$ cat config.mk
export PLATFORM = sky130hd
export DESIGN_NAME = pdt_udiv
export DESIGN_NICKNAME = d
export VERILOG_FILES = /design/src/hdl/pdt_udiv.sv
export SDC_FILE = /design/constraint.sdc
export NUM_CORES = 2
export LEC_CHECK = 0
export BUFFER_PORTS_ARGS = -buffer_cell sky130_fd_sc_hd__buf_2
export CORE_ASPECT_RATIO = 1.1
export CORE_MARGIN = 2
export CORE_UTILIZATION = 51
export DETAILED_ROUTE_END_ITERATION = 16
export PLACE_DENSITY = 0.69
export SYNTH_ARGS = -nofsm -noshare
export SYNTH_HDL_FRONTEND = slang
export SYNTH_SLANG_ARGS = --single-unit
$ cat constraint.sdc
create_clock -name clk -period 3.35 [get_ports clk]
set_clock_uncertainty 0.15 [all_clocks]
set_input_delay 0 -clock clk [delete_from_list [all_inputs] [get_ports clk]]
set_output_delay 0 -clock clk [all_outputs]
set_load 0.005 [all_outputs]
$ cat src/hdl/pdt_udiv.sv
// ----------------------------------------------------------------------------
// Pipelined unsigned divider
// Restoring division, one quotient bit per stage; a tag travels alongside.
// The dividend's upper SW bits must be below the divisor, and the divisor
// must hold steady while an item is in flight.
// ----------------------------------------------------------------------------
`default_nettype none

module pdt_udiv #(
	parameter int unsigned SW = 31,
	parameter int unsigned QW = 32,
	parameter int unsigned TW = 8
) (
	input  wire logic             clk,
	input  wire logic             arst_n,
	input  wire logic             in_valid,
	input  wire logic [SW+QW-1:0] dividend,
	input  wire logic [SW-1:0]    divisor,
	input  wire logic [TW-1:0]    in_tag,
	output logic                  out_valid,
	output logic [QW-1:0]         quotient,
	output logic                  rem_nz,
	output logic [TW-1:0]         out_tag
);

	logic          vld_s [1:QW];
	logic [SW-1:0] rem_s [1:QW];
	logic [QW-1:0] quo_s [1:QW];
	logic [TW-1:0] tag_s [1:QW];
	logic [SW-1:0] rem_nx [QW];
	logic [QW-1:0] quo_nx [QW];

	// One restoring step: trial subtract, shift the quotient bit in as the dividend bit leaves
	function automatic logic [SW+QW-1:0] div_step(logic [SW-1:0] rem, logic [QW-1:0] quo,
			logic [SW-1:0] d);
		logic [SW:0]   trial;
		logic          ge;
		logic [SW-1:0] rem_n;
		trial = {rem, quo[QW-1]};
		ge    = (trial >= {1'b0, d});
		rem_n = ge ? SW'(trial - {1'b0, d}) : trial[SW-1:0];
		return {rem_n, quo[QW-2:0], ge};
	endfunction

	// Stage zero works straight from the inputs
	always_comb begin
		{rem_nx[0], quo_nx[0]} = div_step(dividend[SW+QW-1:QW], dividend[QW-1:0], divisor);
		for (int k = 1; k < QW; k++) begin
			{rem_nx[k], quo_nx[k]} = div_step(rem_s[k], quo_s[k], divisor);
		end
	end

	// Advance valid bits
	always_ff @(posedge clk or negedge arst_n) begin
		if (!arst_n) begin
			for (int k = 1; k <= QW; k++) vld_s[k] <= 1'b0;
		end else begin
			vld_s[1] <= in_valid;
			for (int k = 2; k <= QW; k++) vld_s[k] <= vld_s[k-1];
		end
	end

	// Advance payload
	always_ff @(posedge clk) begin
		tag_s[1] <= in_tag;
		for (int k = 2; k <= QW; k++) tag_s[k] <= tag_s[k-1];
		for (int k = 1; k <= QW; k++) begin
			rem_s[k] <= rem_nx[k-1];
			quo_s[k] <= quo_nx[k-1];
		end
	end

	assign out_valid = vld_s[QW];
	assign quotient  = quo_s[QW];
	assign rem_nz    = |rem_s[QW];
	assign out_tag   = tag_s[QW];

endmodule

`default_nettype wire

==> impl_metrics.toml <==
[outcome]
outcome = "finished, violations left"
violated_checks = "hold timing, setup timing"

[global_routing]
grt_use_met3_pct = 3.69
grt.met1_usage_pct = 30.7
grt.overflow.total = 0
total_global_route_track_usage_pct = 27.1
antenna_found_initial = 10
gr-usage-met2_pct = 48.9
maximum_number_of_pins_on_one_net_before_global_route_repair = 55
grt_pass1_vias = 86171
grt_pass1_wl_um = 454000
top_usage_layer = "met2"

[clock_tree]
clkSinkCount = 2304
buffer_type_at_the_clock_tree_root = "clkbuf_16"
cts.path.max_buffers = 3
cts.reportedPaths.clkPinSlew_ns = 0.06
tritoncts_clock_tree = "done"
ctsHtreeMaxLevel = 4
worst_skew_pair.late_latency_ns = 0.89
cts-buffers-inserted = 223

[logic_synthesis]
synth.yosys.seq_area_share_pct = 44.2
postSynth.asyncResetShare_pct = 1.39
syn-num-nets = 11796
synth.area.top_cells = "dfxtp_1, ha_1, a21oi_1"
synth.largest_area_cell = "dfxtp_1"
synth_area_mm2 = 0.105
syn-mean-instance-area_um2 = 9.82
yosys_warnings = 0
synth_cell_type_count = 98
post_synthesis_cell_count = 10667
edff_count_synth = 0
netlist.area_leader.share_pct = 43.4
synth.ff_latch_count = 2304
leading_register_cell_type_out_of_synthesis = "dfxtp_1"

[final_layout]
layout.core_utilization_pct = 67.8
layout.cells.most_common_list = "dfxtp_1, buf_4, ha_1, a21oi_1, nor2_1"
filler_cell_count = 15399
layout.nets = 13793
layout.area.seq_mm2 = 0.0464
final_common_cell = "dfxtp_1"
final_cell_area_mm2 = 0.138
area.growth.synth_to_final_pct = 32.2
area_of_the_multi_input_gates_mm2 = 0.0608
layoutNonFillerInstCount = 15590
drive_gt1_share_pct = 26.8

[place]
placedCellCount = 14595
placedInstanceArea_mm2 = 0.119
dpl.hpwl_um = 211000
io_buffer_count = 146
gp_routability_congestion = 0.933

[setup_path]
timing.critical_path.from_type = "register"
rr_worst_depth = 15
cp_data_arrival_time_ns = 4.31
crit_required_ns = 4.00
critical_path.slowest_cell = "o41a_1"
cp_slowest_stage_delay_ns = 0.36
critical_path.endpoint_type = "register"
crit_type = "register to register"
timing.critical_path.fanout_max = 5
crit_chain = "inv_2 -> ha_4 -> fa_2 -> nor2b_4 -> o31a_1 -> o41a_1 -> a221o_1 -> or3_4 -> nand3_2 -> nand2_2 -> a21oi_2 -> o211ai_1 -> a41oi_4 -> buf_12 -> mux2_4"

[floorplan]
total_die_area_mm2 = 0.209
die_w_um = 436
row_count = 174
start_util_pct = 51.3
die_height_um = 479
design.portCount = 147
coreArea_mm2 = 0.204

[drt]
dr.pass1.iters = 6
drcViolationCount = 0
detail_route.iter0.violations = 5358
drt-vias-per-instance = 5.58
wire_per_inst_um = 19.6
route.antenna.remaining_nets = 0
route.final.wire_length_um = 305000
routed-via-count = 87016

[power]
power_per_cell_area_mw_per_mm2 = 1210
p_leak_nw = 62.8
vdd_drop_max_uv = 663

[sta]
fin_hold_ws_ns = -0.0230
max_slew.worst_pin.slew_ns = 0.556
finalSetupViolCount = 316
finalMaxSlewViolations = 0
finalHoldViolCount = 1
fin_crit_sh_pct = 109
finalWorstPathRequiredPeriod_ns = 3.67
worst_case_setup_margin_in_the_final_layout_ns = -0.316
max_slew_margin_pct = 62.9
unrepaired_setup_endpoints_after_global_routing = "yes"
achievable-frequency_mhz = 273

[hold_path]
hold_path_class = "input port to register"
holdPathStages = 8

[run]
cap_violations = 0
==> registers in the layout, indices dropped and copies added (netlist names) <==
signal / flops
out_valid: 1
rem_s: 992
quo_s: 1024
vld_s: 31
tag_s: 256
==> through the flow <==
step | total power, mW | hold slack (ns) | setup TNS, ns | setup slack [ns]
2_1_floorplan | 96.2 | -0.446 | -87.37 | -0.309
3_5_place_dp | 122 | -0.0728 | -351.62 | -0.647
4_1_cts | 158 | 0.000198 | -37.71 | -0.252
3_3_place_gp | 120 | -0.103 | -305.09 | -0.528
6_report | 167 | -0.0230 | -36.16 | -0.316
5_1_grt | 178 | 0.0115 | -92.89 | -0.409
==> worst max-delay path, delay by kind of cell (launching register included) <==
kind	cells	cell delay [ns]
AO/OA/AOI/OAI	6	1.60
AND/OR/NAND/NOR	4	0.55
adder cells (fa/ha/maj)	2	0.36
flip-flops	1	0.34
multiplexers	1	0.29
buffers and inverters	2	0.24
==> layer usage <==
metal  wire length, µm  vias to the layer above  share of wire [%]
met4             19100                        6                6.3
met3             14100                      934                4.6
li1                  -                    42288                  -
met1            120000                    41333                 39
met5                47                        -              0.015
met2            152000                     2455                 50
==> timing repair <==
item / in CTS / in global routing
setup buffers: 152 / 125
endpoints found under the hold margin: 510 / 35
hold buffers: 223 / 22
gates cloned: 42 / 44
pin swaps: 178 / 428
gates resized for setup: 540 / 896
setup endpoints to repair: 824 / 955
==> final cells by class <==
type	instances	share of cell area [%]
Sequential cell	2304	33.5
Antenna cell	5	0.00904
Multi-Input combinational cell	7786	43.9
Clock buffer	304	4.59
Clock inverter	114	1.20
Timing Repair Buffer	2037	13.5
Tap cell	2728	2.46
Inverter	312	0.867
==> worst paths after layout <==
| check | startpoint | end | slack, ns |
|---|---|---|---|
| setup / recovery | quo_s[0][95] | rem_s[0][104] | -0.32 |
| hold / removal | divisor[1] | rem_s[0][220] | -0.02 |
| setup reg to reg | quo_s[0][95] | rem_s[0][104] | -0.32 |
| hold reg to reg | quo_s[0][753] | quo_s[0][786] | 0.15 |
| max in group asynchronous | arst_n | vld_s[22] | 2.35 |
| min in group asynchronous | arst_n | vld_s[7] | 0.53 |
==> cell usage after synthesis (27+ instances only) <==
library cell,count
nor2b_1,180
nand2_1,663
xor2_1,324
nand4_1,140
xnor2_1,511
buf_4,41
o21a_1,147
a21oi_1,1011
nor2_1,662
ha_1,992
o21ai_1,36
inv_1,312
a21o_1,553
clkbuf_1,164
fa_1,32
mux2_2,339
buf_2,49
nand2b_1,162
nor4_1,32
nand3_1,159
and3_1,81
o21bai_1,104
and2_1,27
o21ai_0,703
nor3_1,110
and4_1,39
or2_2,27
a211oi_1,60
dfxtp_1,2272
a21boi_0,37
o211ai_1,36
a31oi_1,107
mux2_1,50
or3_1,35
o31ai_1,50
dfrtp_1,32
==> logic make-up after synthesis <==
family	after synthesis	share of synthesized area [%]
muxes	414	4.42
AOI/OAI and AO/OA	3139	18.7
buffers and inverters	579	2.32
and+or+nand+nor	2372	10.9
adders and majority gates	1024	12.5
xor gates and xnor gates	835	6.98
DFF	2304	44.2
==> power by group <==
part           switching, mW  internal (mW)  total (mW)  leakage (nW)
clock network           11.1           15.9        27.0          3.93
registers               6.05           38.1        44.1          19.5
logic                   46.1           49.8        95.9          39.4
total                   63.2            104         167          62.8
Power figures use the tool's default switching activity.
